`src/hdl/ssum_pkg.sv`:
```
`timescale 1ns / 1ps
`default_nettype none
// ----------------------------------------------------------------------------
// ssum_pkg
// Shared constants, types and helpers for the target-sum counter.
// ----------------------------------------------------------------------------
package ssum_pkg;

   localparam int MAX_SUM      = 1023;
   localparam int COUNT_WIDTH  = 32;
   localparam int VALUE_WIDTH  = 10;
   localparam int TARGET_WIDTH = 11;
   localparam int WAYS_WIDTH   = 32;

   localparam int DEPTH = MAX_SUM + 1;
   localparam int IDX_W = (DEPTH > 1) ? $clog2(DEPTH) : 1;
   // running sum before the bound check
   localparam int ADD_W = ((IDX_W > VALUE_WIDTH) ? IDX_W : VALUE_WIDTH) + 1;
   // signed arithmetic for the result index
   localparam int CALC_W = ((IDX_W > TARGET_WIDTH) ? IDX_W : TARGET_WIDTH) + 2;
   localparam int EXT_W  = (COUNT_WIDTH > WAYS_WIDTH) ? COUNT_WIDTH : WAYS_WIDTH;

   localparam int CSR_ADDR_W = 3;
   localparam logic CSR_IDX_TARGET = 1'b0;

   typedef logic [COUNT_WIDTH-1:0] count_type;
   typedef logic [IDX_W-1:0]       idx_type;

   typedef enum logic [2:0] {
      ST_CLEAR,
      ST_IDLE,
      ST_SWEEP,
      ST_DRAIN,
      ST_RES_RD,
      ST_RES_OUT
   } ssum_state_type;

   function automatic count_type sat_add(input count_type a, input count_type b);
      logic [COUNT_WIDTH:0] s;
      s = {1'b0, a} + {1'b0, b};
      return s[COUNT_WIDTH] ? {COUNT_WIDTH{1'b1}} : s[COUNT_WIDTH-1:0];
   endfunction

   function automatic logic [WAYS_WIDTH-1:0] sat_ways(input count_type c);
      logic [EXT_W-1:0] ext;
      logic [EXT_W-1:0] lim;
      ext = EXT_W'(c);
      lim = EXT_W'({WAYS_WIDTH{1'b1}});
      return (ext > lim) ? {WAYS_WIDTH{1'b1}} : ext[WAYS_WIDTH-1:0];
   endfunction

endpackage
`default_nettype wire

```
`src/hdl/ssum_ctrl.sv`:
```
`timescale 1ns / 1ps
`default_nettype none
// ----------------------------------------------------------------------------
// ssum_ctrl
// Sequencer: table sweep, result lookup, clearing pass and result register.
// ----------------------------------------------------------------------------
module ssum_ctrl
   import ssum_pkg::*;
(
   input  wire logic                     clock,
   input  wire logic                     reset,
   input  wire logic signed [TARGET_WIDTH-1:0] target_sum,
   // input transaction
   input  wire logic                     req_tvalid,
   output logic                          req_tready,
   input  wire logic [VALUE_WIDTH-1:0]   req_value,
   input  wire logic                     req_last,
   // result transaction
   output logic                          rsp_tvalid,
   input  wire logic                     rsp_tready,
   output logic [WAYS_WIDTH-1:0]         rsp_ways,
   output logic                          rsp_overflow,
   // table memory
   output logic                          ram_we,
   output idx_type                       ram_waddr,
   output count_type                     ram_wdata,
   output idx_type                       ram_raddr_a,
   output idx_type                       ram_raddr_b,
   input  wire count_type                ram_rdata_a,
   input  wire count_type                ram_rdata_b
);

   localparam idx_type IDX_MAX = IDX_W'(MAX_SUM);

   ssum_state_type state_ff, state_in;
   idx_type        i_ff, i_in;
   logic [VALUE_WIDTH-1:0] v_ff, v_in;
   logic           last_ff, last_in;
   idx_type        total_ff, total_in;
   logic           ovf_ff, ovf_in;
   logic           p1_valid_ff, p1_valid_in;
   idx_type        p1_addr_ff, p1_addr_in;
   logic           rsp_valid_ff, rsp_valid_in;
   logic [WAYS_WIDTH-1:0] rsp_ways_ff, rsp_ways_in;
   logic           rsp_ovf_ff, rsp_ovf_in;

   logic [ADD_W-1:0]         sum_w;
   logic signed [CALC_W-1:0] tgt_x, tot_x, mag, twice;
   logic                     res_ok;
   idx_type                  res_idx;
   logic                     rsp_load;

   // result index and validity from the finished total
   always_comb begin
      tgt_x   = CALC_W'(target_sum);
      tot_x   = signed'(CALC_W'(total_ff));
      mag     = (tgt_x < 0) ? -tgt_x : tgt_x;
      twice   = tgt_x + tot_x;
      res_ok  = !ovf_ff && (mag <= tot_x) && !twice[0];
      res_idx = twice[IDX_W:1];
   end

   always_ff @(posedge clock) begin
      if (reset) begin
         state_ff     <= ST_CLEAR;
         i_ff         <= '0;
         total_ff     <= '0;
         ovf_ff       <= 1'b0;
         p1_valid_ff  <= 1'b0;
         rsp_valid_ff <= 1'b0;
      end else begin
         state_ff     <= state_in;
         i_ff         <= i_in;
         total_ff     <= total_in;
         ovf_ff       <= ovf_in;
         p1_valid_ff  <= p1_valid_in;
         rsp_valid_ff <= rsp_valid_in;
      end
      v_ff        <= v_in;
      last_ff     <= last_in;
      p1_addr_ff  <= p1_addr_in;
      rsp_ways_ff <= rsp_ways_in;
      rsp_ovf_ff  <= rsp_ovf_in;
   end

   always_comb begin
      state_in    = state_ff;
      i_in        = i_ff;
      v_in        = v_ff;
      last_in     = last_ff;
      total_in    = total_ff;
      ovf_in      = ovf_ff;
      p1_valid_in = 1'b0;
      p1_addr_in  = i_ff;
      req_tready  = 1'b0;
      rsp_load    = 1'b0;
      sum_w       = ADD_W'(total_ff) + ADD_W'(req_value);

      // second pipeline stage writes back the sweep entry
      ram_we      = p1_valid_ff;
      ram_waddr   = p1_addr_ff;
      ram_wdata   = sat_add(ram_rdata_a, ram_rdata_b);
      ram_raddr_a = i_ff;
      ram_raddr_b = i_ff - IDX_W'(v_ff);

      case (state_ff)
         ST_CLEAR: begin
            ram_we    = 1'b1;
            ram_waddr = i_ff;
            ram_wdata = (i_ff == '0) ? count_type'(1) : '0;
            if (i_ff == IDX_MAX) begin
               state_in = ST_IDLE;
            end else begin
               i_in = i_ff + 1'b1;
            end
         end
         ST_IDLE: begin
            req_tready = 1'b1;
            if (req_tvalid) begin
               v_in    = req_value;
               last_in = req_last;
               i_in    = IDX_MAX;
               if (sum_w > ADD_W'(MAX_SUM)) begin
                  total_in = IDX_MAX;
                  ovf_in   = 1'b1;
               end else begin
                  total_in = sum_w[IDX_W-1:0];
               end
               if (ADD_W'(req_value) <= ADD_W'(MAX_SUM)) begin
                  state_in = ST_SWEEP;
               end else begin
                  state_in = ST_DRAIN;
               end
            end
         end
         ST_SWEEP: begin
            // top-down, so the lower entry read is still the old count
            p1_valid_in = 1'b1;
            if (i_ff == IDX_W'(v_ff)) begin
               state_in = ST_DRAIN;
            end else begin
               i_in = i_ff - 1'b1;
            end
         end
         ST_DRAIN: begin
            state_in = last_ff ? ST_RES_RD : ST_IDLE;
         end
         ST_RES_RD: begin
            ram_raddr_a = res_idx;
            state_in    = ST_RES_OUT;
         end
         ST_RES_OUT: begin
            ram_raddr_a = res_idx;
            if (!rsp_valid_ff || rsp_tready) begin
               rsp_load = 1'b1;
               state_in = ST_CLEAR;
               i_in     = '0;
               total_in = '0;
               ovf_in   = 1'b0;
            end
         end
         default: begin
            state_in = ST_CLEAR;
            i_in     = '0;
         end
      endcase
   end

   always_comb begin
      rsp_valid_in = rsp_valid_ff;
      rsp_ways_in  = rsp_ways_ff;
      rsp_ovf_in   = rsp_ovf_ff;
      if (rsp_load) begin
         rsp_valid_in = 1'b1;
         rsp_ways_in  = res_ok ? sat_ways(ram_rdata_a) : '0;
         rsp_ovf_in   = ovf_ff;
      end else if (rsp_tready) begin
         rsp_valid_in = 1'b0;
      end
   end

   assign rsp_tvalid   = rsp_valid_ff;
   assign rsp_ways     = rsp_ways_ff;
   assign rsp_overflow = rsp_ovf_ff;

endmodule
`default_nettype wire

```
`config.mk`:
```
export PLATFORM = sky130hd
export DESIGN_NAME = ssum_ctrl
export DESIGN_NICKNAME = d
export VERILOG_FILES = /design/src/hdl/ssum_pkg.sv /design/src/hdl/ssum_ctrl.sv
export SDC_FILE = /design/constraint.sdc
export NUM_CORES = 1
export LEC_CHECK = 0
export ABC_CLOCK_PERIOD_IN_PS = 4980
export BUFFER_PORTS_ARGS = -buffer_cell sky130_fd_sc_hd__buf_2
export CORE_MARGIN = 3
export CORE_UTILIZATION = 54
export DETAILED_ROUTE_END_ITERATION = 12
export PLACE_DENSITY = 0.92
export SYNTH_ARGS = -nofsm -noshare
export SYNTH_HDL_FRONTEND = slang
export SYNTH_SLANG_ARGS = --single-unit
```
`constraint.sdc`:
```
create_clock -name clock -period 4.98 [get_ports clock]
set_input_delay 0.996 -clock clock [delete_from_list [all_inputs] [get_ports clock]]
set_output_delay 0.996 -clock clock [all_outputs]
set_load 0.005 [all_outputs]
```
==> results of run 1 <==
## worst min path at each step
stage,slack (ps),from,endpoint,depth (start not counted)
final,500,ovf_ff,rsp_overflow,0
after CTS,500,i_ff[1],p1_addr_ff[1],0
after detailed placement,490,i_ff[1],p1_addr_ff[1],0
after global routing,520,ovf_ff,rsp_overflow,0
after global placement,470,i_ff[0],p1_addr_ff[0],0
after floorplan,330,i_ff[9],p1_addr_ff[9],0
## cell usage in the layout, fill, tap and decap left out, types with 15 or more instances in the layout
| cell | netlist | routed |
|---|---|---|
| inv_1 | 49 | 49 |
| nand2_1 | 63 | 63 |
| o21ai_0 | 47 | 47 |
| a21oi_1 | 98 | 98 |
| buf_2 | 5 | 187 |
| and2_1 | 37 | 37 |
| xor2_1 | 23 | 23 |
| a21o_1 | 24 | 24 |
| dfxtp_1 | 36 | 36 |
| xnor2_1 | 36 | 36 |
| edfxtp_1 | 44 | 44 |
| nor2_1 | 59 | 59 |
| nor2b_1 | 15 | 15 |
| nor3_1 | 22 | 21 |
| ha_1 | 80 | 80 |
## critical path: stages
cell	delay [ps]
buf_2	110
ha_1	270
fa_1	450
a211oi_1	220
o21ai_1	140
o21ai_1	250
a22oi_2	180
a211oi_1	350
o31ai_1	170
o21ai_2	110
buf_12	200
a21oi_1	100
buf_2	160
## through the flow
| stage | util (%) | cells | power (mW) | instance area, um2 |
|---|---|---|---|---|
| 2_1_floorplan | - | 819 | 1.47 | 6990 |
| 3_3_place_gp | 65.8 | 1152 | 1.80 | 8100 |
| 3_5_place_dp | 65.8 | 1152 | 1.83 | 8100 |
| 4_1_cts | 68.1 | 1168 | 2.49 | 8380 |
| 5_1_grt | 68.1 | 1170 | 2.63 | 8390 |
| 6_report | 68.1 | 1170 | 2.50 | 8390 |
## flip-flops by register name, indices dropped and copies added (netlist names)
name,count
ovf_ff,1
total_ff,10
rsp_ways,32
state_ff,3
last_ff,1
rsp_tvalid,1
i_ff,10
v_ff,10
rsp_overflow,1
p1_addr_ff,10
p1_valid_ff,1
## power by group
part | total [mW] | switching, mW | leakage (nW) | internal [mW]
Clock | 0.654 | 0.267 | 0.141 | 0.387
Sequential | 0.832 | 0.0804 | 0.701 | 0.751
Combinational | 1.01 | 0.556 | 3.15 | 0.453
## cells by family (layout without fill, tap and decap cells)
logic type | after synthesis | count (layout)
AO/OA/AOI/OAI | 257 | 257
adder cells (fa/ha/maj) | 85 | 85
AND/OR/NAND/NOR | 245 | 245
buffers and inverters | 76 | 257
multiplexers | 17 | 17
flip-flops | 80 | 80
other | 0 | 2
XOR/XNOR | 59 | 59
## routing by layer
layer	global-route usage, %	vias to the layer above
li1	-	3341
met1	34.0	3143
met2	45.3	320
met3	5.89	60
met4	12.5	0
met5	0	-
## layout make-up
| class | count | area share (%) |
|---|---|---|
| antenna | 2 | 0.0597 |
| clock buffer | 12 | 2.82 |
| clock inverter | 4 | 0.552 |
| inverter | 49 | 2.19 |
| multi-input combinational | 663 | 55.8 |
| sequential | 80 | 24.3 |
| tap | 168 | 2.51 |
| timing repair buffer | 192 | 11.8 |
==> results.toml, run 1 <==
[placed_design]
finalWeightedCongestion = 0.920
port-buffer-count = 187
detailedPlace.worstSlack_ps = 297
dp.final_hpwl_mm = 15.7

[logic_synthesis]
synth.distinct_cells = 59
instance_count_of_the_mapped_netlist = 819
ys_dominant_reg_cell = "edfxtp_1"
synth_fa_ha_area_share_pct = 15.7
synth_most_common_cell = "a21oi_1"
synth.avg_cell_area_um2 = 8.54
ys_top_cells_by_area = "edfxtp_1, ha_1, dfxtp_1"
synth-compound-area-share_pct = 23.6
synth_edf_count = 44
syn_area_um2 = 6990
yosys-mux-area-fraction_pct = 2.63
ys_warn_count = 0
ys_seq_area_share_pct = 29.2
yosys.area_share.xor_xnor_pct = 7.39
synth_seq_cells = 80
synth.cells.most_frequent = "a21oi_1, ha_1, nand2_1"
ys_async_sr_fraction_pct = 0
synth_simple_gate_area_share_pct = 17.3
synth_top_family_by_area = "compound AO/OA/AOI/OAI gates"
synthDominantAreaCellType = "edfxtp_1"
yosys.area.top_type_share_pct = 18.9
synth_nets = 994

[critical_path]
critical_path_required_ps = 3980
r2r_setup_slack_ps = 1430
crit_path_end = "ram_wdata[1]"
worst_setup_path_startpoint = "ram_rdata_a[0]"
path_max_fanout = 31
arrival_ps = 3730
worst_r2r_end = "i_ff[8]"
setup.worst_path.class = "primary input to output port"
crit_path_start_kind = "primary input"
worstRegToRegCells = 11
critical_path.endpoint_type = "output port"
timing.rr.start = "state_ff[0]"

[routing]
antenna_violating_nets_post_route = 0
drc = 0
post_drt_wl_per_cell_um = 17.3
iter_0_drt_violations = 645
firstDrtPassIters = 5
route.final.wire_length_mm = 20.3
met3RoutedLength_mm = 1.63
detailroute.wirelength.met2_mm = 9.47
dr_total_vias = 6864
route.top_layer_used = "met4"
via_per_inst = 5.87
wl_met1_mm = 8.35

[power]
max_rail_drop_vdd_mv = 0.168
cellLeakagePower_nw = 3.99
power.density_nw_per_um2 = 297

[sta]
final.setup.worst_slack_ps = 255
timing.final.crit_share_pct = 94.9
hold_slack_ps = 505
timing.max_slew.rel_slack_pct = 48.3
timing.final.max_slew_violations = 0
tightest_slew_ps = 773
achievable-frequency_ghz = 0.212
clock-skew-final_ps = 10.9
rsz0062_at_grt = "no"
finalSetupViolations = 0
clock_period_minus_worst_slack_ps = 4720
finalHoldViolCount = 0
final.setup.tns_ps = 0

[global_route]
vias_in_the_first_global_route = 6406
antenna_found_initial = 2
grt_overflow_total = 0
largest_net_degree_at_the_start_of_global_routing = 45
grt_use_total_pct = 27.3
first_pass_grt_wire_length_mm = 31.6

[die]
top_level_ports = 188
placeableCoreArea_um2 = 12300
initial_core_util_pct = 56.8
die_y_um = 120
row_count = 40
die_w_um = 120
area_of_the_die_um2 = 14400

[clock_network]
htree_num_levels = 3
cts_buffer_depth = 2
cts.root.buffer_cell = "clkbuf_16"
tritoncts.num_buffers = 9
cts_hold_repair.buffers = 0
tritoncts_clock_tree = "yes"
clkLatencyLatePin_ps = 350
clock-sinks = 80
worst_setup_hold_path_clk_slew_ps = 60
postCtsSetupBuffers = 0
post_cts.resized_instances = 0

[finish]
finalNetCount = 1170
fillers = 990
area.growth.synth_to_final_pct = 19.9
post_route_cells_drive_above_1_share_pct = 23.3
final-seq-area_um2 = 2040
multiInputGateArea_um2 = 4680

[flow_run]
cap_violations = 0

[worst_hold_path]
hp-class = "register to register"

[status]
status = "completed"
Power figures use the tool's default switching activity.
==> inputs of run 2 (changes only) <==
RECOVER_POWER = 25   (was not set)
==> run 2 against run 1 <==
Net effect:
- global-route usage is the same
- clock skew shrank 0.75 ps
- non-clock buffer count is the same
- combinational power is essentially flat
- critical endpoint is now ram_wdata[30]
- largest power group unchanged
- highest routed layer unchanged
==> results.toml, run 2 (same netlist as run 1, synthesis figures left out) <==
[routing]
iter_0_drt_violations = 627
antenna_violating_nets_post_route = 0
route.final.wire_length_mm = 20.3
via_per_inst = 5.89
drc = 0
dr_total_vias = 6888
firstDrtPassIters = 5
post_drt_wl_per_cell_um = 17.3

[power]
part_of_the_power_in_combinational_logic_pct = 40.4
power_switching_share_pct = 36.2
internal_power_mw = 1.59
report.power.total_mw = 2.49
max_rail_drop_vdd_mv = 0.166
power.share.clock_pct = 26.2
power.density_nw_per_um2 = 299
cellLeakagePower_nw = 3.90
power_frac_seq_pct = 33.4
switchingPower_mw = 0.902

[critical_path]
critical_path.top_delay_family = "compound AO/OA/AOI/OAI gates"
cpMaxStageDelayCell = "fa_1"
worstRegToRegCells = 11
r2r_setup_slack_ps = 1430
critical_path_required_ps = 3980
arrival_ps = 3720
setup.worst_path.class = "primary input to output port"
timing.rr.start = "state_ff[2]"
critical_path_depth = 13
critical_path.n_buffers_inverters = 3
worst_r2r_end = "i_ff[8]"
max_stage_delay_on_crit_path_ps = 450
path_max_fanout = 31
critical_path.endpoint_type = "output port"
crit_path_start_kind = "primary input"
cp_cell_sequence = "buf_2, ha_1, fa_1, a211oi_1, o21ai_1, o21ai_1, a22oi_2, a211oi_1, o31ai_1, o21ai_2, buf_12, o22ai_1, buf_2"

[die]
placeableCoreArea_um2 = 12300
row_count = 40
area_of_the_die_um2 = 14400
initial_core_util_pct = 56.8
die_y_um = 120
die_w_um = 120
top_level_ports = 188

[clock_network]
clkLatencyLatePin_ps = 350
post_cts.resized_instances = 0
tritoncts_clock_tree = "yes"
clock-sinks = 80
cts_buffer_depth = 2
postCtsSetupBuffers = 0
cts.root.buffer_cell = "clkbuf_16"
tritoncts.num_buffers = 9
cts_hold_repair.buffers = 0
htree_num_levels = 3
worst_setup_hold_path_clk_slew_ps = 50

[global_route]
vias_in_the_first_global_route = 6406
largest_net_degree_at_the_start_of_global_routing = 45
grt_use_total_pct = 27.3
grt_overflow_total = 0
antenna_found_initial = 2
first_pass_grt_wire_length_mm = 31.6

[finish]
postLayoutCellArea_um2 = 8350
finalNetCount = 1170
area.growth.synth_to_final_pct = 19.4
multiInputGateArea_um2 = 4680
highest_count_cells_in_the_layout_ignoring_fill_and_taps = "buf_2, a21oi_1, ha_1"
post_route_cells_drive_above_1_share_pct = 20.3
largest_register_ff_count = 32
mostFrequentLayoutCell = "buf_2"
fillers = 1013
final-seq-area_um2 = 2040

[sta]
final.setup.tns_ps = 0
timing.final.crit_share_pct = 94.7
final.setup.worst_slack_ps = 263
timing.final.max_slew_violations = 0
achievable-frequency_ghz = 0.212
finalSetupViolations = 0
clock-skew-final_ps = 10.2
tightest_slew_ps = 1230
rsz0062_at_grt = "no"
timing.max_slew.rel_slack_pct = 17.9
clock_period_minus_worst_slack_ps = 4720
finalHoldViolCount = 0

[worst_hold_path]
hold_path.startpoint = "i_ff[3]"
min_delay_worst_endpoint = "p1_addr_ff[3]"
hp-class = "register to register"
hold-path-cell-count = 0

[placed_design]
detailedPlace.worstSlack_ps = 297
dp.final_hpwl_mm = 15.7
placed_area_um2 = 8100
finalWeightedCongestion = 0.920
port-buffer-count = 187

[flow_run]
cap_violations = 0

[status]
status = "completed"
==> run 2: final cells by class <==
cell class	instances	share of cell area (%)
Multi-Input combinational cell	663	56.0
Inverter	49	2.20
Sequential cell	80	24.5
Clock inverter	4	0.554
Tap cell	168	2.52
Antenna cell	2	0.0599
Timing Repair Buffer	192	11.4
Clock buffer	12	2.83
==> run 2: routing by layer <==
layer / wire, um / vias up / track usage (%)
met4: 830 / 0 / 12.5
met2: 9480 / 317 / 45.3
met3: 1680 / 64 / 5.89
li1: - / 3339 / -
met5: 0 / - / 0
met1: 8300 / 3168 / 34.0
==> run 2: per-stage QoR <==
stage | hold WS, ps | util [%] | cells
finish | 513 | 67.8 | 1170
global route | 518 | 67.8 | 1170
CTS | 501 | 68.1 | 1168
detailed placement | 492 | 65.8 | 1152
global placement | 474 | 65.8 | 1152
floorplan | 326 | - | 819
==> run 2: worst max path at each step <==
stage	startpoint	to	slack [ps]
floorplan	ram_rdata_a[6]	ram_wdata[31]	850
global placement	ram_rdata_a[0]	ram_wdata[30]	390
detailed placement	ram_rdata_a[0]	ram_wdata[30]	300
CTS	ram_rdata_a[0]	ram_wdata[30]	280
global route	ram_rdata_a[0]	ram_wdata[30]	110
finish	ram_rdata_a[0]	ram_wdata[30]	260
==> run 2: power groups by stage <==
| stage | registers [mW] | clock network (mW) | logic, mW |
|---|---|---|---|
| after floorplan | 0.802 | 0 | 0.669 |
| after global placement | 0.838 | 0 | 0.962 |
| after detailed placement | 0.842 | 0 | 0.989 |
| after CTS | 0.828 | 0.664 | 0.997 |
| after global routing | 0.836 | 0.688 | 1.11 |
| final | 0.832 | 0.654 | 1.01 |
==> inputs of run 3 (changes only) <==
ABC_CLOCK_PERIOD_IN_PS = 5490   (was 4980)
BUFFER_PORTS_ARGS = not set   (was -buffer_cell sky130_fd_sc_hd__buf_2)
CORE_MARGIN = 2   (was 3)
CORE_UTILIZATION = 60   (was 54)
DONT_BUFFER_PORTS = 1   (was not set)
PLACE_DENSITY = 0.86   (was 0.92)
clock period = 5.49 ns   (was 4.98 ns; I/O delays follow)
==> run 3 against run 2 <==
Net effect:
- critical path depth down 3
- flip-flop and latch count stayed put
- sequential power down 9.4%
- count of clock-buffer cells in the layout down 2
- cell count is 18% lower
- largest cell class unchanged
- highest routed layer unchanged
==> results.toml, run 3 (same netlist as run 1, synthesis figures left out) <==
[critical_path]
critical_path.endpoint_type = "output port"
critical_path_required_ps = 4390
cpMaxStageDelayCell = "o21ai_2"
arrival_ps = 3810
max_stage_delay_on_crit_path_ps = 470
worstRegToRegCells = 11
crit_path_start_kind = "primary input"
setup.worst_path.class = "primary input to output port"
path_max_fanout = 31
cp_cell_sequence = "ha_1, fa_1, a211oi_1, o21ai_1, o21ai_1, a22oi_2, a211oi_1, o31ai_1, o21ai_2, o22ai_1"

[routing]
firstDrtPassIters = 7
drc = 0
antenna_violating_nets_post_route = 0
dr_total_vias = 6182
iter_0_drt_violations = 448
route.final.wire_length_mm = 18.6
post_drt_wl_per_cell_um = 19.5
via_per_inst = 6.47

[die]
placeableCoreArea_um2 = 11400
top_level_ports = 188
die_w_um = 112
area_of_the_die_um2 = 12500
row_count = 39
initial_core_util_pct = 61.3
die_y_um = 112

[sta]
achievable-frequency_ghz = 0.204
finalHoldViolCount = 0
clock-skew-final_ps = 8.54
tightest_slew_ps = 1220
final.setup.tns_ps = 0
timing.max_slew.rel_slack_pct = 18.6
timing.final.max_slew_violations = 0
clock_period_minus_worst_slack_ps = 4910
rsz0062_at_grt = "no"
timing.final.crit_share_pct = 89.4
finalSetupViolations = 0
hold_slack_ps = 483

[finish]
area.growth.synth_to_final_pct = 6.48
largest_register_ff_count = 32
post_route_cells_drive_above_1_share_pct = 5.54
mostFrequentLayoutCell = "a21oi_1"
num_antenna_cells = 0
fillers = 945
highest_count_cells_in_the_layout_ignoring_fill_and_taps = "a21oi_1, ha_1, nand2_1"
finalNetCount = 982
post-route-util_pct = 65.2
post_layout_nonfiller_instances = 955

[global_route]
grt_overflow_total = 0
largest_net_degree_at_the_start_of_global_routing = 46
first_pass_grt_wire_length_mm = 29.6
antenna_found_initial = 0
vias_in_the_first_global_route = 5907
grt_use_total_pct = 29.3

[status]
status = "completed"

[clock_network]
tritoncts.num_buffers = 9
cts.root.buffer_cell = "clkbuf_16"
worst_setup_hold_path_clk_slew_ps = 60
postCtsSetupBuffers = 0
cts_buffer_depth = 2
post_cts.resized_instances = 0
cts_hold_repair.buffers = 0
clkLatencyLatePin_ps = 350
htree_num_levels = 3
tritoncts_clock_tree = "yes"
clock-sinks = 80

[flow_run]
cap_violations = 0

[placed_design]
finalWeightedCongestion = 0.925
placed_cells_incl_taps = 939
dp.final_hpwl_mm = 14.1
port-buffer-count = 0

[worst_hold_path]
hp-class = "register to register"
hold-path-cell-count = 0

[power]
cellLeakagePower_nw = 3.19
max_rail_drop_vdd_mv = 0.232
power.density_nw_per_um2 = 296
-- run 3: changes by cell type in the layout (fill, tap and decap cells not counted) --
cell / before / now
buf_12: 1 / 0
buf_2: 157 / 0
bufinv_16: 1 / 3
clkbuf_1: 33 / 1
clkinv_1: 0 / 2
clkinv_2: 2 / 0
diode_2: 2 / 0
inv_4: 1 / 0
inv_6: 0 / 1
-- run 3: metal layers --
| metal | routed length, um | GRT usage [%] |
|---|---|---|
| met3 | 1530 | 8.06 |
| met5 | 0 | 0 |
| met2 | 8780 | 47.4 |
| met4 | 629 | 14.7 |
| met1 | 7650 | 36.0 |
-- run 3: final timing paths --
path                  startpoint             to  slack [ps]
setup / recovery  ram_rdata_a[0]  ram_wdata[30]         580
hold / removal            ovf_ff   rsp_overflow         480
setup reg to reg     state_ff[2]        i_ff[8]        1930
hold reg to reg           ovf_ff   rsp_overflow         480
-- run 3: worst max-delay path: cells and delay by family --
kind / cells / cell delay [ps]
adder cells (fa/ha/maj): 2 / 700
AO/OA/AOI/OAI: 8 / 2010
-- run 3: area by class of cell --
cell class	instances	area, um2	share of cell area (%)
Tap cell	143	179	2.40
Inverter	49	184	2.47
Clock inverter	6	106	1.43
Multi-Input combinational cell	663	4680	62.8
Timing Repair Buffer	4	30.0	0.403
Clock buffer	10	229	3.07
Sequential cell	80	2040	27.4
-- run 3: through the flow --
stage	instance area (um2)	total power [mW]	worst slack, ps
final	7450	2.21	581
after global routing	7450	2.32	364
after CTS	7450	2.20	558
after detailed placement	7110	1.51	599
after global placement	7110	1.49	734
after floorplan	6990	1.33	1150
-- run 3: power breakdown --
part	total, mW	leakage [nW]	internal (mW)	switching [mW]
logic	0.758	2.33	0.313	0.445
clock network	0.694	0.162	0.443	0.251
registers	0.754	0.701	0.681	0.0731
total	2.21	3.19	1.44	0.769
